File: src/rtl/plt_queue.sv
// small fifo between the front and back parts
module plt_queue #(
	parameter int WIDTH = 8,
	parameter int DEPTH = 2
) (
	input  logic             clk,
	input  logic             arst_n,
	input  logic             push,
	input  logic [WIDTH-1:0] din,
	input  logic             pop,
	output logic [WIDTH-1:0] dout,
	output logic             empty,
	output logic             full
);

	localparam int PTR_W = (DEPTH > 1) ? $clog2(DEPTH) : 1;
	localparam int CNT_W = $clog2(DEPTH + 1);

	logic [WIDTH-1:0] slot_q [DEPTH];
	logic [PTR_W-1:0] wr_q;
	logic [PTR_W-1:0] rd_q;
	logic [CNT_W-1:0] cnt_q;

	function automatic logic [PTR_W-1:0] next_ptr(input logic [PTR_W-1:0] p);
		logic [PTR_W-1:0] n;
		n = (p == PTR_W'(DEPTH - 1)) ? '0 : p + PTR_W'(1);
		return n;
	endfunction

	assign empty = (cnt_q == '0);
	assign full = (cnt_q == CNT_W'(DEPTH));
	assign dout = slot_q[rd_q];

	always_ff @(posedge clk or negedge arst_n) begin
		if (!arst_n) begin
			wr_q <= '0;
			rd_q <= '0;
			cnt_q <= '0;
		end else begin
			if (push) begin
				wr_q <= next_ptr(wr_q);
			end
			if (pop) begin
				rd_q <= next_ptr(rd_q);
			end
			if (push && !pop) begin
				cnt_q <= cnt_q + CNT_W'(1);
			end else if (pop && !push) begin
				cnt_q <= cnt_q - CNT_W'(1);
			end
		end
	end

	always_ff @(posedge clk) begin
		if (push) begin
			slot_q[wr_q] <= din;
		end
	end

endmodule

File: config.mk
export PLATFORM = sky130hd
export DESIGN_NAME = plt_queue
export DESIGN_NICKNAME = d
export VERILOG_FILES = /design/src/rtl/plt_queue.sv
export SDC_FILE = /design/constraint.sdc
export NUM_CORES = 1
export LEC_CHECK = 0
export ABC_AREA = 1
export BUFFER_PORTS_ARGS = -buffer_cell sky130_fd_sc_hd__clkbuf_2
export CELL_PAD_IN_SITES_DETAIL_PLACEMENT = 1
export CELL_PAD_IN_SITES_GLOBAL_PLACEMENT = 1
export CORE_AREA = 3 3 54 56
export DETAILED_ROUTE_END_ITERATION = 10
export DIE_AREA = 0 0 57 59
export PLACE_DENSITY_LB_ADDON = 0.1
export SLEW_MARGIN = 20
export SYNTH_ARGS = -nofsm -noshare
export SYNTH_HDL_FRONTEND = slang
export SYNTH_SLANG_ARGS = --single-unit
File: constraint.sdc
create_clock -name clk -period 3.4 [get_ports clk]
set_clock_uncertainty 0.05 [all_clocks]
set_input_delay 0.17 -clock clk [delete_from_list [all_inputs] [get_ports clk]]
set_output_delay 0.17 -clock clk [all_outputs]
set_load 0.02 [all_outputs]
### Word-level counts from Yosys, hierarchy flattened

Memories as Yosys holds them, arrays and structs flattened.
Cells that the tools add are included.

| word-level totals | value |
|---|---|
| input port bits | 12 |
| bits in writable memories | 16 |
| memories | 1 |
| word-level logic and storage cells | 21 |
| bits in registers | 4 |
| output and inout port bits | 10 |

Memories:

| name | depth | width | rd ports | clocked after Yosys merged registers in | wr ports | line | text |
|---|---|---|---|---|---|---|---|
| slot_q | 2 | 8 | 1 | 0 | 1 | 19 | `logic [WIDTH-1:0] slot_q [DEPTH];` |

| operators by class | value |
|---|---|
| mux-type cells | 6 |
| reductions and logical operators | 6 |
| equal/unequal tests | 1 |
| $add $sub $neg | 4 |

Operators by type and width:

| cell | number |
|---|---|
| 1-bit 2-to-1 mux | 4 |
| 2-bit 2-to-1 mux | 2 |
| 1-bit adder (second input constant) | 2 |
| 2-bit by 1-bit adder with 2-bit output (second input constant) | 1 |
| 2-bit == test (second input constant) | 1 |
| 1-bit logical AND | 2 |
| 1-bit logical NOT | 2 |
| 2-bit logical NOT | 1 |
| 2-bit nonzero test | 1 |
| 2-bit by 1-bit subtractor with 2-bit output (second input constant) | 1 |

### Longest topological paths before layout

| depth | value |
|---|---|
| depth in word-level cells | 4 |
| gate-level depth with buffers | 7 |
| mapped depth without buffers | 7 |

### Worst setup path before layout

No wires, ideal clock.

| path | value |
|---|---|
| path type | register -> register |
| start point | reg wr_q |
| end point | mem slot_q[0][0] (enable) |
| stages on the path, launching flop included | 2 |
| arrival | 0.774 ns |
| setup slack | 2.206 ns |
| period minus slack after synthesis | 1.194 ns |
| data required time | 2.980 ns |
| path buffers | 0 |
| cell sequence | dfrtp_1 -> nor2_1 |

RTL lines:

| item | line | text |
|---|---|---|
| start, declared | 20 | `logic [PTR_W-1:0] wr_q;` |
| start signal, assigned | 41 | `wr_q <= next_ptr(wr_q);` |
| end, declared | 19 |  |

Straight into the memory's write port.

### Worst setup path in the final report

| path | value |
|---|---|
| start point | reg rd_q |
| end point | out dout[0] |

| between the ends | value |
|---|---|
| longest elaborated chain between the ends | 1 |

Ends and longest elaborated chain:

| item | line | text |
|---|---|---|
| start, declared | 21 | `logic [PTR_W-1:0] rd_q;` |
| start signal, assigned | 44 | `rd_q <= next_ptr(rd_q);` |
| memory read 2 x 8 bit | -- |  |
| end, declared | 11 | `output logic [WIDTH-1:0] dout,` |

No other way between the ends.

==> run metrics <==
Tightest Pin Transition 631 ps; Finish-stage setup viols 0; diodes inserted 0; Hold Path Class input pin to flop; nets 93; full die area 3360 um2; largest family of logic cells by synthesized area multiplexers; FF+latch count, synth 20; total number of vias approximately 470; Final Max Tran Viols 0; final hold vios 0; IO buf count 21; busiest layer in global routing met2; Max Buffers Root-to-Sink 2; Worst R2R Start wr_q; CP bufs+invs 1; Req. time, crit path 3180 ps; Critical Path Sink Type output port; Post-Syn Nets 63; Synth Area in Compound Gates 0; WS Path Type flop to output port; Syn. warnings 0; clock tree from TritonCTS done; first-pass GRT wire length 2370 um; later-pin clock latency in the skew report roughly 290 ps; Fill cells 281; Post-Synth Adder-Cell Area 0.0153; slew margin rel. 0.578; H-tree depth 1; Syn Inst Count 50; CP startpoint kind flop; FMAX 585 MHz; most common cell after layout, fill and taps aside clkbuf_2; Initial Utilization 0.330; met1 Use GR 0.0994; slowest CP cell dfrtp_1; mux cell area share after synthesis 0.147; CTS sink count 20; most frequent cells in the layout clkbuf_2 (21), edfxtp_1 (16), mux2_4 (8); Sequential cell area 581 um2; wire length per cell 13.1 um; leakage power 0.477 nW; DR iter-0 viols 4; mapped cell area 818 um2; period utilization 0.503; VDD IR max approximately 0.0005 V; Synth area leader edfxtp_1; post-route ant nets 0; synth top area cells edfxtp_1 (59%), mux2_4 (15%), dfrtp_1 (12%), inv_1 (3.2%), nand2_1 (2.3%); Post-Route WL approximately 1400 um; PwrDens roughly 810 nW/um2; vias per cell 4.29; post-synthesis simple-gate area fraction 0.0505; DR DRC count 0; die height 59 um; GRT Total Usage 0.0958; setup bufs post-CTS 0; crit path cell chain mux2_4, clkbuf_2; grt met3 use 0.0414; vias in the first global route ~550; CP startpoint rd_q; Top Family by Delay on Critical Path flip-flops; CTS Buf Count 3; multi-input logic area ~200 um2; Die X 57 um; fin crit period 1710 ps; Max-Cap Viols 0; crit-path max FO 9; Clock Pin Slew Worst Setup and Hold Paths 120 ps; xor and xnor area share after synthesis 0.0321; CP max stage delay 690 ps; layout cell share with drive strength beyond 1 0.418; Finished Core Util 0.425; largest net degree at the start of global routing 13; top-area cell type share of the netlist area 0.587; core area roughly 2500 um2; Avg Synthesized Cell Area 16.4 um2; hpwl dp 1050 um; RSZ-0062 raised after global routing false; clock root buffer clkbuf_4; status completed; Worst EP arrival 1490 ps; I/O pins 22; global-route met2 utilization 0.179; num rows 18; total gr overflow 0; hold wc startpoint pop; first drt pass iteration count 3; sequential cell area fraction in the yosys report 0.709; setup TNS 0 ps; Syn-to-layout area delta 28.6%; library cells used by synthesis 12; gpl congestion 0.706; antenna violations before repair 0
layer usage:
| layer | part of all wire | wire [um] | up-vias |
|---|---|---|---|
| li1 | - | - | 229 |
| met1 | 0.38 | 536 | 227 |
| met2 | 0.57 | 811 | 12 |
| met3 | 0.055 | 78 | 0 |
| met4 | 0 | 0 | 0 |
| met5 | 0 | 0 | - |
power breakdown:
group | leakage, nW | switching (W) | total (W) | internal [W]
combinational | 0.252 | 0.000142 | 0.000274 | 0.000132
sequential | 0.197 | 0.0000573 | 0.000389 | 0.000332
clock | 0.0279 | 0.0000709 | 0.000190 | 0.000119
total | 0.477 | 0.000270 | 0.000853 | 0.000583
path summary, 6_finish.rpt:
kind                           endpoint  slack, ps  cells past startpoint
setup / recovery                dout[0]       1690                      2
hold / removal                     rd_q          8                      2
setup reg to reg           slot_q[0][7]       2070                      1
hold reg to reg                    wr_q        460                      1
max in group asynchronous          wr_q       3010                      2
min in group asynchronous      cnt_q[1]        140                      2
cell type report:
cell class	count	area share
clock buffer	3	0.0214
clock inverter	1	0.0285
inverter	7	0.0250
multi-input combinational	22	0.190
sequential	20	0.552
tap	30	0.0357
timing repair buffer	26	0.147
Yosys cell counts:
library cell,count
edfxtp_1,16
mux2_4,8
inv_1,7
nand2_1,5
dfrtp_1,4
nor2_1,3
xor2_1,2
buf_6,1
ha_1,1
nand3_1,1
nand4_1,1
xnor2_1,1
cell families (layout without fill, tap and decap cells):
kind of cell  after synthesis  in the layout
fa+ha+maj                   1              1
buf+inv                     8             37
mux                         8              8
xor+xnor                    3              3
simple gates               10             10
flops                      20             20
what timing repair did:
| item | in CTS | in global routing |
|---|---|---|
| resized for setup | 0 | 0 |
| endpoints found under the hold margin | 10 | 2 |
| endpoints found under the setup margin | 0 | 0 |
| hold buffers | 4 | 1 |
stage by stage:
stage          power (W)  instances  hold slack, ps  instance area (um2)  setup slack, ps
6_report        0.000853        109            8.19                 1050             1690
5_1_grt         0.000908        109            3.63                 1050             1580
4_1_cts         0.000868        108          0.0880                 1040             1640
3_5_place_dp    0.000673        100           -60.8                  950             2000
3_3_place_gp    0.000666        100           -62.6                  950             2010
2_1_floorplan   0.000597         50            -176                  818             2210
state kept, by name, indices dropped and copies added, names as in the netlist:
register and cells:
cnt_q 2, rd_q 1, slot_q 16, wr_q 1
(Power assumes the default switching activity.)
