`src/rtl/plt_pkg.sv`:
```
// shared constants, command codes and types of the pareto label table
package plt_pkg;

	localparam int TABLE_DEPTH = 1024;
	localparam int M2_BITS = 32;
	localparam int FIELD_W = 10;
	localparam int PORT_M2_W = 32;
	localparam int SCAN_W = FIELD_W + 1;
	localparam int EPOCH_W = 8;
	localparam int QUEUE_DEPTH = 2;
	localparam int CFG_IDX_W = 1;

	localparam logic [1:0] CMD_EXTEND = 2'd0;
	localparam logic [1:0] CMD_ROUND = 2'd1;
	localparam logic [1:0] CMD_SCAN = 2'd2;
	localparam logic [1:0] CMD_SEARCH = 2'd3;

	localparam logic [CFG_IDX_W-1:0] CFG_LIMIT_M1 = 1'b0;
	localparam logic [CFG_IDX_W-1:0] CFG_LIMIT_M2 = 1'b1;

	localparam logic [FIELD_W-1:0] LIMIT_M1_RESET = 10'd1023;
	localparam logic [PORT_M2_W-1:0] LIMIT_M2_RESET = 32'hFFFF_FFFE;

	localparam logic [EPOCH_W-1:0] EPOCH_NONE = '0;
	localparam logic [EPOCH_W-1:0] EPOCH_FIRST = EPOCH_W'(1);
	localparam logic [EPOCH_W-1:0] EPOCH_REBASED = EPOCH_W'(2);
	localparam logic [EPOCH_W-1:0] EPOCH_MAX = '1;

	localparam int OP_W = 3;

	typedef enum logic [OP_W-1:0] {
		OP_NOP = 3'd0,
		OP_EXT = 3'd1,
		OP_SCAN = 3'd2,
		OP_DONE = 3'd3,
		OP_ROUND = 3'd4,
		OP_SEARCH = 3'd5
	} op_t;

endpackage

```
`src/rtl/plt_front.sv`:
```
// front part: takes commands, forms label sums, checks limits, walks the scan index
module plt_front #(
	parameter int TABLE_DEPTH = plt_pkg::TABLE_DEPTH,
	parameter int M2_BITS = plt_pkg::M2_BITS
) (
	input  logic                                clk,
	input  logic                                arst_n,
	input  logic                                accept,
	input  logic [1:0]                          cmd,
	input  logic [plt_pkg::FIELD_W-1:0]         path_m1,
	input  logic [plt_pkg::PORT_M2_W-1:0]       path_m2,
	input  logic [plt_pkg::FIELD_W-1:0]         edge_m1,
	input  logic [plt_pkg::PORT_M2_W-1:0]       edge_m2,
	input  logic [plt_pkg::FIELD_W-1:0]         source_node,
	input  logic [plt_pkg::FIELD_W-1:0]         limit_m1,
	input  logic [M2_BITS-1:0]                  limit_m2,
	output logic                                push,
	output plt_pkg::op_t                        op,
	output logic [$clog2(TABLE_DEPTH)-1:0]      idx,
	output logic [M2_BITS-1:0]                  m2,
	output logic [plt_pkg::FIELD_W-1:0]         pred
);

	localparam int IDX_W = $clog2(TABLE_DEPTH);

	logic [plt_pkg::SCAN_W-1:0] scan_q;
	logic [plt_pkg::SCAN_W-1:0] d1;
	logic [M2_BITS:0]           d2;
	logic                       fits;
	logic                       scan_end;

	assign d1 = {1'b0, path_m1} + {1'b0, edge_m1};
	assign d2 = {1'b0, M2_BITS'(path_m2)} + {1'b0, M2_BITS'(edge_m2)};
	assign fits = (d1 <= {1'b0, limit_m1}) && (32'(d1) < 32'(TABLE_DEPTH))
		&& (d2 <= {1'b0, limit_m2});
	assign scan_end = (scan_q > {1'b0, limit_m1}) || (32'(scan_q) >= 32'(TABLE_DEPTH));
	assign push = accept;

	always_comb begin
		op = plt_pkg::OP_NOP;
		idx = '0;
		m2 = d2[M2_BITS-1:0];
		pred = source_node;
		case (cmd)
			plt_pkg::CMD_EXTEND: begin
				op = fits ? plt_pkg::OP_EXT : plt_pkg::OP_NOP;
				idx = IDX_W'(d1);
			end
			plt_pkg::CMD_ROUND: begin
				op = plt_pkg::OP_ROUND;
			end
			plt_pkg::CMD_SCAN: begin
				op = scan_end ? plt_pkg::OP_DONE : plt_pkg::OP_SCAN;
				idx = IDX_W'(scan_q);
			end
			plt_pkg::CMD_SEARCH: begin
				op = plt_pkg::OP_SEARCH;
			end
			default: begin
				op = plt_pkg::OP_NOP;
			end
		endcase
	end

	always_ff @(posedge clk or negedge arst_n) begin
		if (!arst_n) begin
			scan_q <= '0;
		end else if (accept) begin
			if (cmd == plt_pkg::CMD_ROUND || cmd == plt_pkg::CMD_SEARCH) begin
				scan_q <= '0;
			end else if (cmd == plt_pkg::CMD_SCAN && !scan_end) begin
				scan_q <= scan_q + plt_pkg::SCAN_W'(1);
			end
		end
	end

endmodule

```
`config.mk`:
```
export PLATFORM = sky130hd
export DESIGN_NAME = plt_front
export DESIGN_NICKNAME = d
export VERILOG_FILES = /design/src/rtl/plt_pkg.sv /design/src/rtl/plt_front.sv
export SDC_FILE = /design/constraint.sdc
export NUM_CORES = 1
export LEC_CHECK = 0
export BUFFER_PORTS_ARGS = -buffer_cell sky130_fd_sc_hd__buf_2
export CAP_MARGIN = 20
export CORE_UTILIZATION = 53
export DETAILED_ROUTE_END_ITERATION = 16
export HOLD_SLACK_MARGIN = 0.06
export PLACE_DENSITY = 0.92
export SLEW_MARGIN = 10
export SYNTH_ARGS = -nofsm -noshare
export SYNTH_HDL_FRONTEND = slang
export SYNTH_SLANG_ARGS = --single-unit
```
`constraint.sdc`:
```
create_clock -name clk -period 5.2 [get_ports clk]
set_input_delay 0 -clock clk [delete_from_list [all_inputs] [get_ports clk]]
set_output_delay 0 -clock clk [all_outputs]
set_load 0.05 [all_outputs]
```
# == Yosys cells after proc, flatten, opt, wreduce, memory -nomap -nowiden ==
# Index checks and enable logic that the tools add are counted.
# W data, S select, Z words.
# op_classes
add_sub_neg,3
multipliers,0
div_mod_pow,0
magnitude_cmp,5
n_eq_ne,3
shifts,0
n_mux,6
bitwise_logic,0
reduce_logical,9
# ops
cell,n
$add A32 B32 Y33,1
$le A33 B32 Y1,1
$mux W11,2
$pmux W10 S2,1
$pmux W3 S4,1
$add A10 B10 Y11,1
$add A11 B1 Y11 const B,1
$ge A11 B11 Y1 const B,1
$gt A11 B10 Y1,1
$le A11 B10 Y1,1
$lt A11 B11 Y1 const B,1
$eq A2 B2 Y1 const B,2
$logic_and A1 B1 Y1,3
$eq A2 B1 Y1 const B,1
$logic_not A2 Y1,1
$logic_or A1 B1 Y1,2
$mux W1,2
$reduce_and A2 Y1,1
$reduce_bool A2 Y1,1
$logic_not A1 Y1,1
# totals
ff_bits,11
latchBits,0
ramBits,0
mem_bits_ro,0
in_bits,141
output_inout_bits,56
word_cells,27
n_memories,0

# == Logic depth before layout (Yosys ltp) ==
# depth
ltp_word,6
depth_mapped,20
ltp_nobuf,20

# == Worst setup path before layout ==
# Ideal clock, no wire load.
# synth_timing
kind,input port to output port
from,input path_m2[0] in the netlist's numbering
to,output op[0]
t_arrival_ns,5.248
t_required_ns,5.200
path_slack_ns,-0.048
path_stages,17
n_path_buf,0
path_cell_list,ha_1 -> fa_1 -> a21oi_1 -> o21ai_1 -> o21ai_2 -> a32oi_2 -> a311o_1 -> a21oi_2 -> o21a_1 -> o311ai_1 -> ha_1 -> a21o_1 -> a21o_1 -> a21oi_1 -> o21ai_0 -> a2bb2oi_1 -> o32ai_1
# synth_between
elab_chain_cells,5
# synth_lines
element,line_no,source
from (decl),plt_front.sv:11,"input logic [plt_pkg::PORT_M2_W-1:0] path_m2,"
$add A32 B32 Y33,plt_front.sv:33,"assign d2 = {1'b0, M2_BITS'(path_m2)} + {1'b0, M2_BITS'(edge_m2)};"
via m2[26],plt_front.sv:20,"output logic [M2_BITS-1:0] m2,"
$le A33 B32 Y1,plt_front.sv:35,"&& (d2 <= {1'b0, limit_m2});"
$logic_and A1 B1 Y1,plt_front.sv:35,
$mux W1,plt_front.sv:46,op = fits ? plt_pkg::OP_EXT : plt_pkg::OP_NOP;
$pmux W3 S4,plt_front.sv:44,case (cmd)
to (decl),plt_front.sv:18,"output plt_pkg::op_t op,"
# The timed path passes the listed nets, and every way through them passes these cells.

# == Worst setup path in the final report ==
# layout_timing
from,input path_m2[0] in the netlist's numbering
to,output op[0]
# layout_between
elab_chain_cells,5
# layout_lines
element,line_no
$add A32 B32 Y33,plt_front.sv:33
$le A33 B32 Y1,plt_front.sv:35
$logic_and A1 B1 Y1,plt_front.sv:35
$mux W1,plt_front.sv:46
$pmux W3 S4,plt_front.sv:44
# No other way between the ends.

==> metrics <==
main flop type after synthesis=dfrtp_1; chip height=91.2 µm; worst min path class=input port to async pin; fill count=652; CTS Buf Count=3; root buffer cell=clkbuf_8; Reg with most FFs=scan_q; clk_skew=0.00182 ns; Rows=32; post-CTS sizing=0; DR DRC count=0; routed length per instance=15.7 µm; maximum vdd drop=0.000180 V; Post-Synth Simple-Gate Area=0.172; CP Max Fanout=5; CTS Buffer Depth=2; endpoints failing setup=0; Switching Power=656 µW; leading registers by flop count=scan_q x11; die footprint=8330 µm²; Cell Area, Synth=4220 µm²; global-route wire length before repair=21.2 mm; outcome=complete, no violations; library cells used by synthesis=70; sequential share of power=0.098; number of flip-flops in the largest register=11; Congestion Overflow GR=0; Port Buffer Count=176; Post-synth ARST share=1.00; Final Cycle Share=0.851; Warnings, synthesis=0; most frequent cells in the layout=176 x buf_2, 95 x ha_1, 57 x inv_1; total negative slack=0 ns; initial antenna violation count=1; hold slack=0.175 ns; Tmin final=4.42 ns; core area=7730 µm²; RSZ-0062 raised after global routing=false; RR Startpoint=scan_q[1]; #FFs+latches synth=11; filler-free cell count of the finished design=822; Placer Congestion=0.899; RR Endpoint=scan_q[7]; mux contribution to synthesized area=0.0122; worst-margin pin slew=0.925 ns; WL final=12.9 mm; combinational power share=0.826; Iter 0 DRT Violations=167; IO Count=197; Startpoint Class=input port; adder-cell share of the synthesized area=0.291; worst setup path endpoint=op[0]; post-synth top area share=0.282; Synth Instances=553; P per Cell Area=216 nW/µm²; XOR/XNOR share of the synthesized area=0.0768; cell depth of the worst flop-to-flop path=10; Peak Freq=226 MHz; Reg clk slew, reported paths=0.05 ns; vias per cell=5.95; Post-synth EDFFs=0; DP HPWL=11.0 mm; area fraction in compound gates after synthesis=0.290; Final #Nets=959; largest net degree at the start of global routing=21; Die W=91.2 µm; total number of vias=4,895; Sw Share=0.583; vias in the first global route=4,881; Tot GR Track Use=0.306; main combinational cell family by area after synthesis=adder cells; Post-Place Cells=806; Initial Utilization=0.546; Layout Area Growth over Synthesis=23.8%; Synth Net Count=791; Routed Antenna Nets=0; synthesized area per cell=7.63 µm²; Rel. slew slack=0.381; router iterations before antenna repair=4; R2R setup slack=2.48 ns; worst path arrival time=4.42 ns; most common cell after layout, fill and taps aside=buf_2; ranking of synthesized cells by area=ha_1 28%, dfrtp_1 6.5%, a21oi_1 6.4%, xnor2_1 5.2%, inv_1 5.1%; clock sink total=11; Yosys top cell by area=ha_1; final-report hold violation count=0; kind of critical path=input port to output pin; CP endpoint kind=output pin; sequential share of the synthesized area=0.0652; clock share of power=0.075; H-Tree Depth=1; WP data required=5.20 ns; layout cell share with drive strength beyond 1=0.275; Worst-Skew Late Latency=0.24 ns; internal power=470 µW; max cap viols=0; worst setup path start=path_m2[0]; CTS tree=done; final slew viol count=0; Pleak=0.00283 µW; ant diodes=0
-- power groups by stage --
| stage | Combinational, µW | Sequential (µW) | Clock, µW |
|---|---|---|---|
| 6_report | 931 | 111 | 85.0 |
| 5_1_grt | 1010 | 112 | 91.3 |
| 4_1_cts | 923 | 110 | 87.2 |
| 3_5_place_dp | 896 | 111 | 0 |
| 3_3_place_gp | 868 | 111 | 0 |
| 2_1_floorplan | 706 | 101 | 0 |
-- critical path: stages --
cell	delay (ns)
buf_2	0.10
ha_1	0.24
fa_1	0.41
a21oi_1	0.19
o21ai_1	0.12
o21ai_2	0.17
a32oi_2	0.19
a311o_1	0.44
a21oi_2	0.24
o21a_1	0.28
xnor2_1	0.18
ha_1	0.28
nand4_1	0.11
or3_1	0.13
nor2_1	0.06
o21ai_1	0.08
a21oi_1	0.06
o31a_1	0.30
a2bb2oi_1	0.15
o32ai_1	0.35
buf_2	0.33
-- timing repair --
action                                 CTS  global route
buffers inserted                         0             0
hold buffers                            12             0
endpoints found under the hold margin   22             0
-- how the worst min path moves through the flow --
stage	startpoint	to	slack, ns	depth (start not counted)
3_5_place_dp	arst_n	scan_q[4]	-0.12	1
4_1_cts	arst_n	scan_q[3]	0.16	2
3_3_place_gp	arst_n	scan_q[1]	-0.13	1
6_report	arst_n	scan_q[5]	0.18	2
5_1_grt	arst_n	scan_q[1]	0.20	2
2_1_floorplan	arst_n	scan_q[0]	-0.30	0
-- logic make-up (layout without fill, tap and decap cells) --
family                   after synthesis  count (layout)
AO/OA/AOI/OAI                        177             177
AND/OR/NAND/NOR                      143             143
adder cells (fa/ha/maj)               97              97
buffers and inverters                 83             250
XOR/XNOR                              37              37
flip-flops                            11              11
multiplexers                           5               5
-- synth_stat cells (all sizes together) (5+ instances only) --
cell type,count
ha,95
o21a,12
or3,5
a21o,25
buf,18
inv,57
nand2b,7
a211oi,7
nand3,16
xnor2,25
nand4,15
o21ai,34
nor2b,10
nand2,35
xor2,12
dfrtp,11
a21oi,57
clkbuf,7
o21bai,5
nor2,31
-- layer usage --
metal,track usage,vias to the layer above,share of wire
li1,-,2348,-
met1,0.317,2253,0.37
met2,0.607,242,0.53
met3,0.0477,52,0.064
met4,0.116,0,0.036
met5,0,-,0
-- per-stage QoR --
step	util	cell area, µm²	setup slack, ns	power, µW
floorplan	-	4230	0.150	807
global route	0.676	5230	0.507	1210
CTS	0.676	5230	0.815	1120
detailed placement	0.655	5060	0.837	1010
finish	0.676	5230	0.777	1130
global placement	0.655	5060	0.945	979
-- layout make-up --
cell class	count	area (µm²)	area share
clock buffers	4	45.0	0.00862
inverters	58	218	0.0417
multi-input cells	459	3560	0.681
flip-flops and latches	11	275	0.0527
well taps	102	128	0.0244
repair buffers	188	1000	0.192
(Power assumes the default switching activity.)
